### src/rtl/lrup_pkg.sv
// ----------------------------------------------------------------------------
// lrup_pkg: shared types and constants for LRU page replacement
// Frame store sizing, field widths and the records passed between modules.
// ----------------------------------------------------------------------------
package lrup_pkg;

   localparam int MAX_FRAMES = 8;
   localparam int PAGE_BITS  = 16;
   localparam int IDX_BITS   = (MAX_FRAMES > 1) ? $clog2(MAX_FRAMES) : 1;
   localparam int CNT_BITS   = $clog2(MAX_FRAMES + 1);
   localparam int CFG_BITS   = 4;
   localparam int FAULT_BITS = 32;

   localparam logic [CFG_BITS-1:0] FRAMES_RESET = 4'd8;

   typedef logic [PAGE_BITS-1:0]  page_type;
   typedef logic [IDX_BITS-1:0]   idx_type;
   typedef logic [IDX_BITS-1:0]   rank_type;
   typedef logic [CNT_BITS-1:0]   cnt_type;
   typedef logic [CFG_BITS-1:0]   cfg_type;
   typedef logic [FAULT_BITS-1:0] fault_type;

   typedef page_type [MAX_FRAMES-1:0] frame_vec_type;
   typedef rank_type [MAX_FRAMES-1:0] rank_vec_type;

   typedef struct packed {
      logic    hit;
      idx_type hit_idx;
      idx_type victim_idx;
   } match_type;

   typedef struct packed {
      logic      page_fault;
      logic      evicted_valid;
      page_type  evicted_page;
      fault_type fault_total;
   } result_type;

endpackage

### src/rtl/lrup_req_if.sv
// ----------------------------------------------------------------------------
// lrup_req_if: request channel
// Carries one page access and its restart flag.
// ----------------------------------------------------------------------------
interface lrup_req_if import lrup_pkg::*; ();
   logic     valid;
   logic     ready;
   page_type page_number;
   logic     restart;

   modport source (output valid, output page_number, output restart, input ready);
   modport sink   (input valid, input page_number, input restart, output ready);
endinterface

### src/rtl/lrup_rsp_if.sv
// ----------------------------------------------------------------------------
// lrup_rsp_if: response channel
// Carries the fault, eviction and fault count of one access.
// ----------------------------------------------------------------------------
interface lrup_rsp_if import lrup_pkg::*; ();
   logic      valid;
   logic      ready;
   logic      page_fault;
   logic      evicted_valid;
   page_type  evicted_page;
   fault_type fault_total;

   modport source (output valid, output page_fault, output evicted_valid,
                   output evicted_page, output fault_total, input ready);
   modport sink   (input valid, input page_fault, input evicted_valid,
                   input evicted_page, input fault_total, output ready);
endinterface

### src/rtl/lrup_csr_if.sv
// ----------------------------------------------------------------------------
// lrup_csr_if: configuration write channel
// Carries the frame capacity register write data.
// ----------------------------------------------------------------------------
interface lrup_csr_if import lrup_pkg::*; ();
   logic    valid;
   logic    ready;
   cfg_type frames_in_use;

   modport source (output valid, output frames_in_use, input ready);
   modport sink   (input valid, input frames_in_use, output ready);
endinterface

### src/rtl/lrup_match.sv
// ----------------------------------------------------------------------------
// lrup_match: parallel frame lookup
// Compares the page against every occupied frame and finds the LRU frame.
// ----------------------------------------------------------------------------
module lrup_match import lrup_pkg::*; (
   input  page_type      page,
   input  frame_vec_type frames,
   input  rank_vec_type  ranks,
   input  cnt_type       occupied,
   output match_type     result
);

   // Scan downward so the lowest matching frame wins.
   always_comb begin
      result = '0;
      for (int i = MAX_FRAMES - 1; i >= 0; i--) begin
         if (cnt_type'(i) < occupied) begin
            if (frames[i] == page) begin
               result.hit     = 1'b1;
               result.hit_idx = idx_type'(i);
            end
            if (ranks[i] == '0) begin
               result.victim_idx = idx_type'(i);
            end
         end
      end
   end

endmodule

### src/rtl/lrup_store.sv
// ----------------------------------------------------------------------------
// lrup_store: frame store and recency state
// Holds pages, ranks, occupancy and fault count; computes one access result.
// ----------------------------------------------------------------------------
module lrup_store import lrup_pkg::*; (
   input  logic       clock,
   input  logic       reset,
   input  logic       update,
   input  page_type   page,
   input  logic       restart,
   input  cnt_type    capacity,
   output result_type result
);

   frame_vec_type frame_ff, frame_in;
   rank_vec_type  rank_ff, rank_in;
   cnt_type       occ_ff, occ_in;
   fault_type     faults_ff, faults_in;

   rank_vec_type  eff_rank;
   cnt_type       eff_occ;
   fault_type     eff_faults;
   match_type     match;
   rank_type      hit_rank;
   rank_type      top_rank;

   // Restart acts before the lookup.
   always_comb begin
      eff_occ    = restart ? '0 : occ_ff;
      eff_faults = restart ? '0 : faults_ff;
      eff_rank   = restart ? '0 : rank_ff;
   end

   lrup_match u_match (
      .page     (page),
      .frames   (frame_ff),
      .ranks    (eff_rank),
      .occupied (eff_occ),
      .result   (match)
   );

   always_comb begin
      frame_in  = frame_ff;
      rank_in   = eff_rank;
      occ_in    = eff_occ;
      faults_in = eff_faults;
      result    = '0;
      hit_rank  = eff_rank[match.hit_idx];
      top_rank  = rank_type'(eff_occ - cnt_type'(1));
      if (match.hit) begin
         // Promote: frames newer than the hit age by one.
         for (int i = 0; i < MAX_FRAMES; i++) begin
            if (cnt_type'(i) < eff_occ && eff_rank[i] > hit_rank) begin
               rank_in[i] = eff_rank[i] - rank_type'(1);
            end
         end
         rank_in[match.hit_idx] = top_rank;
      end else begin
         result.page_fault = 1'b1;
         if (eff_faults != '1) begin
            faults_in = eff_faults + fault_type'(1);
         end
         if (eff_occ >= capacity) begin
            // Evict LRU frame and reuse it.
            result.evicted_valid = 1'b1;
            result.evicted_page  = frame_ff[match.victim_idx];
            for (int i = 0; i < MAX_FRAMES; i++) begin
               if (cnt_type'(i) < eff_occ && eff_rank[i] != '0) begin
                  rank_in[i] = eff_rank[i] - rank_type'(1);
               end
            end
            frame_in[match.victim_idx] = page;
            rank_in[match.victim_idx]  = top_rank;
         end else begin
            frame_in[eff_occ[IDX_BITS-1:0]] = page;
            rank_in[eff_occ[IDX_BITS-1:0]]  = rank_type'(eff_occ);
            occ_in                           = eff_occ + cnt_type'(1);
         end
      end
      result.fault_total = faults_in;
   end

   always_ff @(posedge clock) begin
      if (reset) begin
         rank_ff   <= '0;
         occ_ff    <= '0;
         faults_ff <= '0;
      end else if (update) begin
         rank_ff   <= rank_in;
         occ_ff    <= occ_in;
         faults_ff <= faults_in;
      end
   end

   always_ff @(posedge clock) begin
      if (update) begin
         frame_ff <= frame_in;
      end
   end

   a_occ_bound: assert property (@(posedge clock) disable iff (reset)
      32'(occ_ff) <= MAX_FRAMES)
      else $error("occupied count above frame store size");

   a_faults_grow: assert property (@(posedge clock) disable iff (reset)
      update && !restart |=> faults_ff >= $past(faults_ff))
      else $error("fault count dropped without restart");

endmodule

### src/rtl/lru_page_replacement.sv
// ----------------------------------------------------------------------------
// lru_page_replacement: LRU page replacement over a small frame store
// Takes page accesses, reports faults and evictions, keeps a fault count.
// ----------------------------------------------------------------------------
//
//   channel  | dir | handshake    | payload
//   ---------+-----+--------------+-----------------------------------------
//   req_ch   | in  | valid/ready  | page_number[15:0], restart
//   rsp_ch   | out | valid/ready  | page_fault, evicted_valid,
//            |     |              | evicted_page[15:0], fault_total[31:0]
//   csr_ch   | in  | valid/ready  | frames_in_use[3:0] (always ready)
//
// One request per clock sustained while the response is taken. A request is
// held in the input register; the lookup, the recency update and the result
// are one pass of logic, and the result is registered in the response
// register, from which it is offered on rsp_ch.
// Synchronous reset clears occupancy, ranks and the fault count and sets
// the capacity to 8; page storage is not reset.
// A stalled response holds; the input register still drains into it when
// the response is taken the same cycle, so a stall costs no bubble.
// ----------------------------------------------------------------------------
module lru_page_replacement import lrup_pkg::*; (
   input  logic clock,
   input  logic reset,
   lrup_req_if.sink   req_ch,
   lrup_rsp_if.source rsp_ch,
   lrup_csr_if.sink   csr_ch
);

   // Input register.
   logic       in_vld_ff, in_vld_in;
   page_type   in_page_ff;
   logic       in_restart_ff;

   // Result register.
   logic       out_vld_ff, out_vld_in;
   result_type out_ff;

   // Capacity register and its clamped value.
   cfg_type    cap_ff;
   cnt_type    capacity;

   result_type result;
   logic       advance;

   // Advance the held request when the result register is free or draining.
   assign advance      = in_vld_ff && (!out_vld_ff || rsp_ch.ready);
   assign req_ch.ready = !in_vld_ff || advance;
   assign csr_ch.ready = 1'b1;

   // Clamp the capacity: zero acts as one, too large acts as the store size.
   always_comb begin
      if (cap_ff == '0) begin
         capacity = cnt_type'(1);
      end else if (32'(cap_ff) > MAX_FRAMES) begin
         capacity = cnt_type'(MAX_FRAMES);
      end else begin
         capacity = cnt_type'(cap_ff);
      end
   end

   lrup_store u_store (
      .clock    (clock),
      .reset    (reset),
      .update   (advance),
      .page     (in_page_ff),
      .restart  (in_restart_ff),
      .capacity (capacity),
      .result   (result)
   );

   always_comb begin
      in_vld_in = in_vld_ff;
      if (req_ch.valid && req_ch.ready) begin
         in_vld_in = 1'b1;
      end else if (advance) begin
         in_vld_in = 1'b0;
      end
      out_vld_in = out_vld_ff;
      if (advance) begin
         out_vld_in = 1'b1;
      end else if (rsp_ch.ready) begin
         out_vld_in = 1'b0;
      end
   end

   always_ff @(posedge clock) begin
      if (reset) begin
         in_vld_ff  <= 1'b0;
         out_vld_ff <= 1'b0;
         cap_ff     <= FRAMES_RESET;
      end else begin
         in_vld_ff  <= in_vld_in;
         out_vld_ff <= out_vld_in;
         if (csr_ch.valid && csr_ch.ready) begin
            cap_ff <= csr_ch.frames_in_use;
         end
      end
   end

   // Payload registers: load on accept, hold otherwise.
   always_ff @(posedge clock) begin
      if (req_ch.valid && req_ch.ready) begin
         in_page_ff    <= req_ch.page_number;
         in_restart_ff <= req_ch.restart;
      end
      if (advance) begin
         out_ff <= result;
      end
   end

   assign rsp_ch.valid         = out_vld_ff;
   assign rsp_ch.page_fault    = out_ff.page_fault;
   assign rsp_ch.evicted_valid = out_ff.evicted_valid;
   assign rsp_ch.evicted_page  = out_ff.evicted_page;
   assign rsp_ch.fault_total   = out_ff.fault_total;

   a_evict_on_fault: assert property (@(posedge clock) disable iff (reset)
      out_vld_ff && out_ff.evicted_valid |-> out_ff.page_fault)
      else $error("eviction reported without a fault");

   a_evict_page_zero: assert property (@(posedge clock) disable iff (reset)
      out_vld_ff && !out_ff.evicted_valid |-> out_ff.evicted_page == '0)
      else $error("evicted page nonzero with no eviction");

   a_fault_counted: assert property (@(posedge clock) disable iff (reset)
      out_vld_ff && out_ff.page_fault |-> out_ff.fault_total != '0)
      else $error("fault reported with zero fault count");

endmodule
### src/flat_wrapper.sv
// flat-port wrapper written by rule: the top's interface ports become plain ports
module lru_page_replacement_flat import lrup_pkg::*;
  (clock, reset, req_ch_valid, req_ch_page_number, req_ch_restart, req_ch_ready, rsp_ch_valid, rsp_ch_page_fault, rsp_ch_evicted_valid, rsp_ch_evicted_page, rsp_ch_fault_total, rsp_ch_ready, csr_ch_valid, csr_ch_frames_in_use, csr_ch_ready);
  lrup_req_if req_ch_i ();
  lrup_rsp_if rsp_ch_i ();
  lrup_csr_if csr_ch_i ();
  input  logic clock;
  input  logic reset;
  input wire logic [$bits(req_ch_i.valid)-1:0] req_ch_valid;
  input wire logic [$bits(req_ch_i.page_number)-1:0] req_ch_page_number;
  input wire logic [$bits(req_ch_i.restart)-1:0] req_ch_restart;
  output wire logic [$bits(req_ch_i.ready)-1:0] req_ch_ready;
  output wire logic [$bits(rsp_ch_i.valid)-1:0] rsp_ch_valid;
  output wire logic [$bits(rsp_ch_i.page_fault)-1:0] rsp_ch_page_fault;
  output wire logic [$bits(rsp_ch_i.evicted_valid)-1:0] rsp_ch_evicted_valid;
  output wire logic [$bits(rsp_ch_i.evicted_page)-1:0] rsp_ch_evicted_page;
  output wire logic [$bits(rsp_ch_i.fault_total)-1:0] rsp_ch_fault_total;
  input wire logic [$bits(rsp_ch_i.ready)-1:0] rsp_ch_ready;
  input wire logic [$bits(csr_ch_i.valid)-1:0] csr_ch_valid;
  input wire logic [$bits(csr_ch_i.frames_in_use)-1:0] csr_ch_frames_in_use;
  output wire logic [$bits(csr_ch_i.ready)-1:0] csr_ch_ready;
  assign req_ch_i.valid = req_ch_valid;
  assign req_ch_i.page_number = req_ch_page_number;
  assign req_ch_i.restart = req_ch_restart;
  assign req_ch_ready = req_ch_i.ready;
  assign rsp_ch_valid = rsp_ch_i.valid;
  assign rsp_ch_page_fault = rsp_ch_i.page_fault;
  assign rsp_ch_evicted_valid = rsp_ch_i.evicted_valid;
  assign rsp_ch_evicted_page = rsp_ch_i.evicted_page;
  assign rsp_ch_fault_total = rsp_ch_i.fault_total;
  assign rsp_ch_i.ready = rsp_ch_ready;
  assign csr_ch_i.valid = csr_ch_valid;
  assign csr_ch_i.frames_in_use = csr_ch_frames_in_use;
  assign csr_ch_ready = csr_ch_i.ready;
  lru_page_replacement u_core (.clock(clock), .reset(reset), .req_ch(req_ch_i), .rsp_ch(rsp_ch_i), .csr_ch(csr_ch_i));
endmodule
### config.mk
export PLATFORM = sky130hd
export DESIGN_NAME = lru_page_replacement_flat
export DESIGN_NICKNAME = d
export VERILOG_FILES = /design/src/rtl/lrup_pkg.sv /design/src/rtl/lrup_req_if.sv /design/src/rtl/lrup_rsp_if.sv /design/src/rtl/lrup_csr_if.sv /design/src/rtl/lrup_match.sv /design/src/rtl/lrup_store.sv /design/src/rtl/lru_page_replacement.sv /design/src/flat_wrapper.sv
export SDC_FILE = /design/constraint.sdc
export NUM_CORES = 1
export LEC_CHECK = 0
export ABC_AREA = 1
export BUFFER_PORTS_ARGS = -buffer_cell sky130_fd_sc_hd__buf_2
export CORE_MARGIN = 10
export CORE_UTILIZATION = 68
export DETAILED_ROUTE_END_ITERATION = 8
export GPL_ROUTABILITY_DRIVEN = 0
export MAX_ROUTING_LAYER = met4
export PLACE_DENSITY = 0.87
export SETUP_SLACK_MARGIN = 0.3
export SLEW_MARGIN = 20
export SYNTH_ARGS = -nofsm -noshare
export SYNTH_HDL_FRONTEND = slang
export SYNTH_SLANG_ARGS = --single-unit
### constraint.sdc
create_clock -name clock -period 6.9 [get_ports clock]
set_input_delay 0.345 -clock clock [delete_from_list [all_inputs] [get_ports clock]]
set_output_delay 0.345 -clock clock [all_outputs]
set_load 0.01 [all_outputs]
# Yosys cells after proc, flatten, opt, wreduce, memory -nomap -nowiden
# Index checks and enable logic that the tools add are counted.
[op_classes]
muxes = 101
eq_ne = 9
n_addsub = 11
magnitude_cmp = 24
reduce_logical = 46
bitwise = 2
[op_table]
columns = ["operator", "count"]
rows = [
  ["128-bit bitwise mux", 2],
  ["3-bit 2-to-1 mux", 52],
  ["16-bit == test", 8],
  ["128-bit 2-to-1 mux", 1],
  ["16-bit demux with 3-bit select", 2],
  ["32-bit 2-to-1 mux", 3],
  ["24-bit bitwise mux", 3],
  ["24-bit 2-to-1 mux", 3],
  ["7-bit 2-to-1 mux", 8],
  ["4-bit 2-to-1 mux", 13],
  ["16-bit binary-select mux with 3-bit select", 1],
  ["16-bit 2-to-1 mux", 3],
  ["32-bit by 1-bit adder with 32-bit output (second input constant)", 1],
  ["32-bit != test (second input constant)", 1],
  ["3-bit demux with 3-bit select", 3],
  ["3-bit by 1-bit subtractor with 3-bit output (second input constant)", 9],
  ["3-bit > comparator", 8],
  ["3-bit zero test", 8],
  ["3-bit nonzero test", 8],
  ["1-bit logical AND", 21],
  ["18-bit 2-to-1 mux", 1],
  ["17-bit 2-to-1 mux", 1],
  ["3-bit by 4-bit less-than comparator with 1-bit output (first input constant)", 4],
  ["3-bit by 4-bit less-than comparator with 1-bit output (second input constant)", 3],
  ["other kinds (15)", 26],
]
[word_totals]
output_inout_bits = 53
elab_cells = 220
register_bits = 261
in_bits = 26

# Logic depth before layout (Yosys ltp)
[logic_depth]
depth_word = 26
ltp_mapped = 32
mapped_depth_nobuf = 30

# Modules after synthesis
# A second synthesis with hierarchy kept.
[unflattened]
cells_unflattened = 2071
area_unflattened_um2 = 16323.2
[modules_own_cells]
columns = ["mod", "cells_per_inst", "n_inst", "seq_area_each_um2", "area_per_inst_um2"]
rows = [
  ["lrup_store", 1535, 1, 5044.8, 11891.4],
  ["lru_page_replacement", 106, 1, 2132.0, 2279.7],
  ["lrup_match", 430, 1, 0.0, 2152.1],
]

# Worst setup path after synthesis
# No wires, ideal clock.
[synth_timing]
path_kind = "reg2reg"
start = "register u_core.in_restart_ff"
end = "register u_core.u_store.rank_ff[3] (netlist bit)"
slack_ps = 2565
path_stages_with_launch = 32
period_less_slack_ps = 4335
t_required_ps = 6830
n_path_buf = 4
setup_ps = 70
t_arrival_ps = 4265
path_cell_list = "edfxtp_1 -> clkbuf_1 -> buf_2 -> nor2_1 -> clkbuf_1 -> ha_1 -> inv_1 -> o21ai_2 -> inv_2 -> nor2_1 -> nand3_1 -> nand2_1 -> nand2_1 -> nand2_1 -> nand2_1 -> nand2_1 -> nand2_1 -> nand2_1 -> buf_2 -> nand2_1 -> o211ai_1 -> o21ai_0 -> nor2_1 -> ha_1 -> a21oi_1 -> o21ai_0 -> nand3_1 -> xor2_1 -> inv_1 -> nand2_1 -> nand3_1 -> a21oi_1"
[synth_between]
elab_chain_cells = 25
elab_cells_between_ends = 75
classes_between = "add/sub: 2; order compare: 16; mux: 43; reduce/logical: 14"
[synth_rtl]
columns = ["element", "line_no", "text"]
rows = [
  ["from (decl)", "lru_page_replacement.sv:33", "logic in_restart_ff;"],
  ["from (signal assigned)", "lru_page_replacement.sv:105", "in_restart_ff <= req_ch.restart;"],
  ["4-bit 2-to-1 mux or 24-bit 2-to-1 mux (tied branches)", "lrup_store.sv:29, lrup_store.sv:31", ""],
  ["3-bit by 4-bit less-than comparator with 1-bit output or 3-bit zero test (tied branches)", "lrup_match.sv:17, lrup_match.sv:22", ""],
  ["7-bit 2-to-1 mux or 3-bit 2-to-1 mux (tied branches)", "lrup_match.sv:17, lrup_match.sv:22", ""],
  ["4-bit 2-to-1 mux or 7-bit 2-to-1 mux (tied branches)", "lrup_match.sv:18, lrup_match.sv:17", ""],
  ["7-bit 2-to-1 mux or 3-bit 2-to-1 mux (tied branches)", "lrup_match.sv:17, lrup_match.sv:22", ""],
  ["4-bit 2-to-1 mux or 7-bit 2-to-1 mux (tied branches)", "lrup_match.sv:18, lrup_match.sv:17", ""],
  ["7-bit 2-to-1 mux or 3-bit 2-to-1 mux (tied branches)", "lrup_match.sv:17, lrup_match.sv:22", ""],
  ["4-bit 2-to-1 mux or 7-bit 2-to-1 mux (tied branches)", "lrup_match.sv:18, lrup_match.sv:17", ""],
  ["[... 9 more ...]", "n/a", ""],
  ["3-bit binary-select mux with 3-bit select or 7-bit 2-to-1 mux (tied branches)", "lrup_store.sv:48, lrup_match.sv:17", ""],
  ["3-bit 2-to-1 mux (not written as such), or another cell as far along", "lrup_store.sv:48", "hit_rank = eff_rank[match.hit_idx];"],
  ["3-bit > comparator or 1-bit logical AND (tied branches)", "lrup_store.sv:53, lrup_store.sv:73", ""],
  ["1-bit logical AND or 3-bit 2-to-1 mux (tied branches)", "lrup_store.sv:53, lrup_store.sv:73", ""],
  ["3-bit 2-to-1 mux or 3-bit demux with 3-bit select (tied branches)", "lrup_store.sv:53, lrup_store.sv:73", ""],
  ["3-bit 2-to-1 mux or 24-bit bitwise mux (tied branches)", "lrup_store.sv:50, lrup_store.sv:73", ""],
  ["24-bit bitwise mux or 24-bit 2-to-1 mux (tied branches)", "lrup_store.sv:57, lrup_store.sv:63", ""],
  ["24-bit 2-to-1 mux *", "lrup_store.sv:50", "if (match.hit) begin"],
  ["to (signal assigned)", "lrup_store.sv:89", "rank_ff <= rank_in;"],
  ["to (decl)", "lrup_store.sv:16", "rank_vec_type rank_ff, rank_in;"],
]
# Every way passes the cells marked *; elsewhere a longest branch is shown, timed or not. The select of a mux whose other input is x is not followed.
# A chain may end at the register's enable or synchronous reset.

# Final worst setup path
[layout_timing]
start = "register u_core.u_store.occ_ff[0]"
end = "register u_core.u_store.rank_ff[3] (netlist bit)"
[layout_between]
elab_chain_cells = 25
elab_cells_between_ends = 63
classes_between = "add/sub: 1; order compare: 16; mux: 41; reduce/logical: 5"
[layout_rtl]
columns = ["element", "line_no", "text"]
rows = [
  ["from (decl)", "lrup_store.sv:17", "cnt_type occ_ff, occ_in;"],
  ["from (signal assigned)", "lrup_store.sv:90", "occ_ff <= occ_in;"],
  ["4-bit 2-to-1 mux *", "lrup_store.sv:29", "eff_occ = restart ? '0 : occ_ff;"],
  ["3-bit by 4-bit less-than comparator with 1-bit output", "lrup_match.sv:17", "if (cnt_type'(i) < occupied) begin"],
  ["7-bit 2-to-1 mux", "lrup_match.sv:17", ""],
  ["4-bit 2-to-1 mux", "lrup_match.sv:18", "if (frames[i] == page) begin"],
  ["7-bit 2-to-1 mux", "lrup_match.sv:17", ""],
  ["4-bit 2-to-1 mux", "lrup_match.sv:18", ""],
  ["7-bit 2-to-1 mux", "lrup_match.sv:17", ""],
  ["4-bit 2-to-1 mux", "lrup_match.sv:18", ""],
  ["[... 9 more ...]", "n/a", ""],
  ["3-bit binary-select mux with 3-bit select", "lrup_store.sv:48", ""],
  ["3-bit 2-to-1 mux (not written as such)", "lrup_store.sv:48", ""],
  ["3-bit > comparator", "lrup_store.sv:53", "if (cnt_type'(i) < eff_occ && eff_rank[i] > hit_rank) begin"],
  ["1-bit logical AND", "lrup_store.sv:53", ""],
  ["3-bit 2-to-1 mux", "lrup_store.sv:53", ""],
  ["3-bit 2-to-1 mux", "lrup_store.sv:50", ""],
  ["24-bit bitwise mux", "lrup_store.sv:57", "rank_in[match.hit_idx] = top_rank;"],
  ["24-bit 2-to-1 mux *", "lrup_store.sv:50", ""],
]
# Marked as above.

==> Flow_metrics.wiki <==
{| class="wikitable"
! Metric !! Value
|-
| Tightest slew margin relative to the limit || 30.6%
|-
| Clock latency on the worst-skew pair || 0.57 ns
|-
| X dimension of the die || 177 µm
|-
| Cell row count || 57
|-
| Number of synthesized register bits || 261
|-
| Clock-pin slew of the registers on the worst-case setup and hold paths || 0.06 ns
|-
| Vias per cell || 6.28
|-
| Clock tree from TritonCTS || built
|-
| Final Hold Vio Count || 0
|-
| Proportion of layout cells with a drive suffix above 1 || 9.23%
|-
| Effective utilization at floorplan || 69.3%
|-
| Critical path's top delay family || simple AND/OR/NAND/NOR gates
|-
| Global-route wire length before repair || 82200 µm
|-
| Total iterations of the first detailed-routing run || 9
|-
| Final sum of negative setup slack || 0 ns
|-
| Cell area after synthesis || 0.0169 mm²
|-
| Overflow after GRT || 0
|-
| Largest net degree at the start of global routing || 87
|-
| Cell at the root of the clock tree || clkbuf_16
|-
| Data arrival time of the worst path || 6.31 ns
|-
| Core area || 0.0243 mm²
|-
| Y dimension of the die || 177 µm
|-
| Initial antenna violation count || 0
|-
| Fin util || 75.3%
|-
| Instance count of the mapped netlist || 2198
|-
| Max-Cap Viols || 0
|-
| Ys Warns || 0
|-
| Antenna viol nets, final || 0
|-
| Crit-path max cell delay || 0.71 ns
|-
| Pwr Density || 208 mW/mm²
|-
| GR Util All Layers || 34.0%
|-
| DR DRC count || 0
|-
| Number of global-route vias before repair || 15600
|-
| Commonest cells after routing, fill and taps aside || nand2_1, nor2_1, inv_1
|-
| I/O Buffers || 77
|-
| Signed area change from the synthesized netlist to the final layout || 8.58%
|-
| Vias after detailed routing || 16300
|-
| Post-CTS Setup Inserts || 0
|-
| Post-Route WL || 53700 µm
|-
| Filler instances || 1781
|-
| Area taken by multi-input logic gates || 0.00826 mm²
|-
| Minimum clock period || 5.81 ns
|-
| Buffers & Inverters on Critical Path || 5
|-
| Number of I/O pins || 79
|-
| Worst setup SP type || flip-flop
|-
| Cell seen most often among critical-path stages || nand2_1
|-
| Final setup viols || 0
|-
| Power, Total || 3.80 mW
|-
| Mapped Avg Cell Area || 7.67 µm²
|-
| Hold Crit Class || primary input to flip-flop
|-
| Least-Margin Pin Slew || 1.04 ns
|-
| Leakage power figure || 7.89 nW
|-
| Mean routed wirelength per cell || 20.7 µm
|-
| Number of synthesized flops with an enable pin || 195
|-
| Result of the run || complete, no violations
|-
| Antenna diode count || 0
|-
| FFs w/ async S/R, synth || 0%
|-
| DRC violation total after the first TritonRoute iteration || 2740
|-
| Unrepaired setup endpoints after global routing || false
|-
| Maximum number of buffers from clock root to sink || 3
|-
| Maximum operating frequency || 0.172 GHz
|-
| Non-filler instance count after layout || 2588
|-
| Fin nets || 2319
|-
| Most used flip-flop cell after synthesis || edfxtp_1
|-
| Total number of clock tree sinks || 261
|-
| Depth of the CTS H-tree || 1
|-
| Flip-flop and latch area || 0.00718 mm²
|-
| Critical Path Fanout Max || 31
|-
| Post-Syn Nets || 2272
|-
| Final slew viol count || 0
|-
| Critical path start-end classification || flip-flop to flip-flop
|-
| DIE AREA || 0.0315 mm²
|-
| Placed insts || 2523
|-
| Number of buffers created by CTS || 27
|-
| Required time of the critical path || 7.40 ns
|-
| Kind of capture point of the worst setup path || flip-flop
|-
| Half-perimeter wire length after placement || 37200 µm
|-
| Commonest non-fill, non-tap cell in the layout || nand2_1
|-
| Peak supply drop || 0.204 mV
|-
| Final period util || 84.2%
|-
| Clock skew after layout || 0.00928 ns
|-
| Post-synthesis sequential area ratio || 42.6%
|-
| Unique cell type count in the Yosys netlist || 54
|-
| Worst path slowest cell || nor2_1
|}
## cells in the mapped netlist (3+ instances only)
cell type,count,area [µm²]
nand2_1,432,1620
nor2_1,347,1300
inv_1,212,796
edfxtp_1,195,5860
nand3_1,168,841
a21oi_1,131,656
o21ai_0,131,656
xor2_1,81,709
dfxtp_1,66,1320
xnor2_1,53,464
ha_1,48,601
buf_2,41,205
nor3_1,39,195
clkbuf_1,28,105
inv_2,24,90.1
nand4_1,24,150
o211ai_1,19,143
buf_4,18,135
o21ai_1,16,80.1
nand2_2,11,68.8
o22ai_1,11,68.8
buf_1,10,37.5
a31oi_1,8,50.1
nor2_2,8,50.1
a211oi_1,7,52.6
nor4_1,7,43.8
nand2_4,6,67.6
o31ai_1,6,45.0
nor2_4,5,56.3
buf_6,4,45.0
o21ai_2,4,35.0
or2_2,4,25.0
and2_1,3,18.8
clkinv_1,3,11.3
nand3_2,3,30.0
nor2b_1,3,18.8
## kinds of logic (layout without fill, tap and decap cells)
kind of cell,count (synthesis),count (layout),synth area share (%)
other cells,1,1,0.0222
simple gates,1068,1068,27.1
xor+xnor,134,134,6.96
buf+inv,340,406,8.46
flops,261,261,42.6
compound gates,346,346,11.3
fa+ha+maj,48,48,3.56
## metal layers
layer  global-route usage [%]  vias to the layer above  part of all wire [%]
li1                         -                     7364                     -
met4                     20.6                        0                   7.0
met5                        -                        -                     0
met1                     38.5                     7326                    34
met3                     9.58                      287                    14
met2                     52.9                     1279                    45
## sequential cells by signal (all words and copies together) (netlist names)
| name | count |
|---|---|
| u_core.rsp_ch.evicted_valid | 1 |
| u_core.rsp_ch.evicted_page | 16 |
| u_core.in_page_ff | 16 |
| u_core.rsp_ch.page_fault | 1 |
| u_core.u_store.frame_ff | 128 |
| u_core.rsp_ch.fault_total | 32 |
| u_core.in_vld_ff | 1 |
| u_core.u_store.faults_ff | 32 |
| u_core.u_store.occ_ff | 4 |
| u_core.in_restart_ff | 1 |
| u_core.cap_ff | 4 |
| u_core.rsp_ch.valid | 1 |
| u_core.u_store.rank_ff | 24 |
## area by class of cell
type	instances	share of cell area, %
clock buffer	36	3.88
inverter	239	4.91
tap	324	2.22
clock inverter	12	0.602
sequential	261	39.2
timing repair buffer	119	4.06
multi-input combinational	1597	45.1
## stage by stage
step                area (µm²)  hold slack, ns  setup slack, ns
finish                   18300         0.00801             1.09
global route             18300          0.0258            0.597
CTS                      18300         0.00680             1.35
detailed placement       17300           0.455             1.41
global placement         17300           0.453             1.25
floorplan                16900           0.444             2.57
## report_power, final
part           total [mW]  internal (mW)  switching [mW]  leakage (nW)
logic               0.565          0.173           0.393          5.24
clock network        1.39          0.763           0.630         0.386
registers            1.84           1.78          0.0631          2.26
## worst paths after layout
kind                         startpoint                    endpoint  slack (ns)  cells after the start
max            u_core.u_store.occ_ff[0]   u_core.u_store.rank_ff[3]        1.09                     27
max reg2reg    u_core.u_store.occ_ff[0]   u_core.u_store.rank_ff[3]        1.09                     27
min reg2reg  u_core.u_store.rank_ff[21]  u_core.u_store.rank_ff[21]        0.47                      2
min             csr_ch_frames_in_use[1]            u_core.cap_ff[1]       0.008                      3
## tightest hold or removal path: stages
cell,delay (ns)
buf_2,0.08
nor2_1,0.03
nor2_1,0.08
## timing repair
| action | CTS | global route |
|---|---|---|
| endpoints found under the hold margin | 17 | 0 |
| hold buffers | 17 | 0 |
| resized for setup | 0 | 0 |
Power figures use the tool's default switching activity.
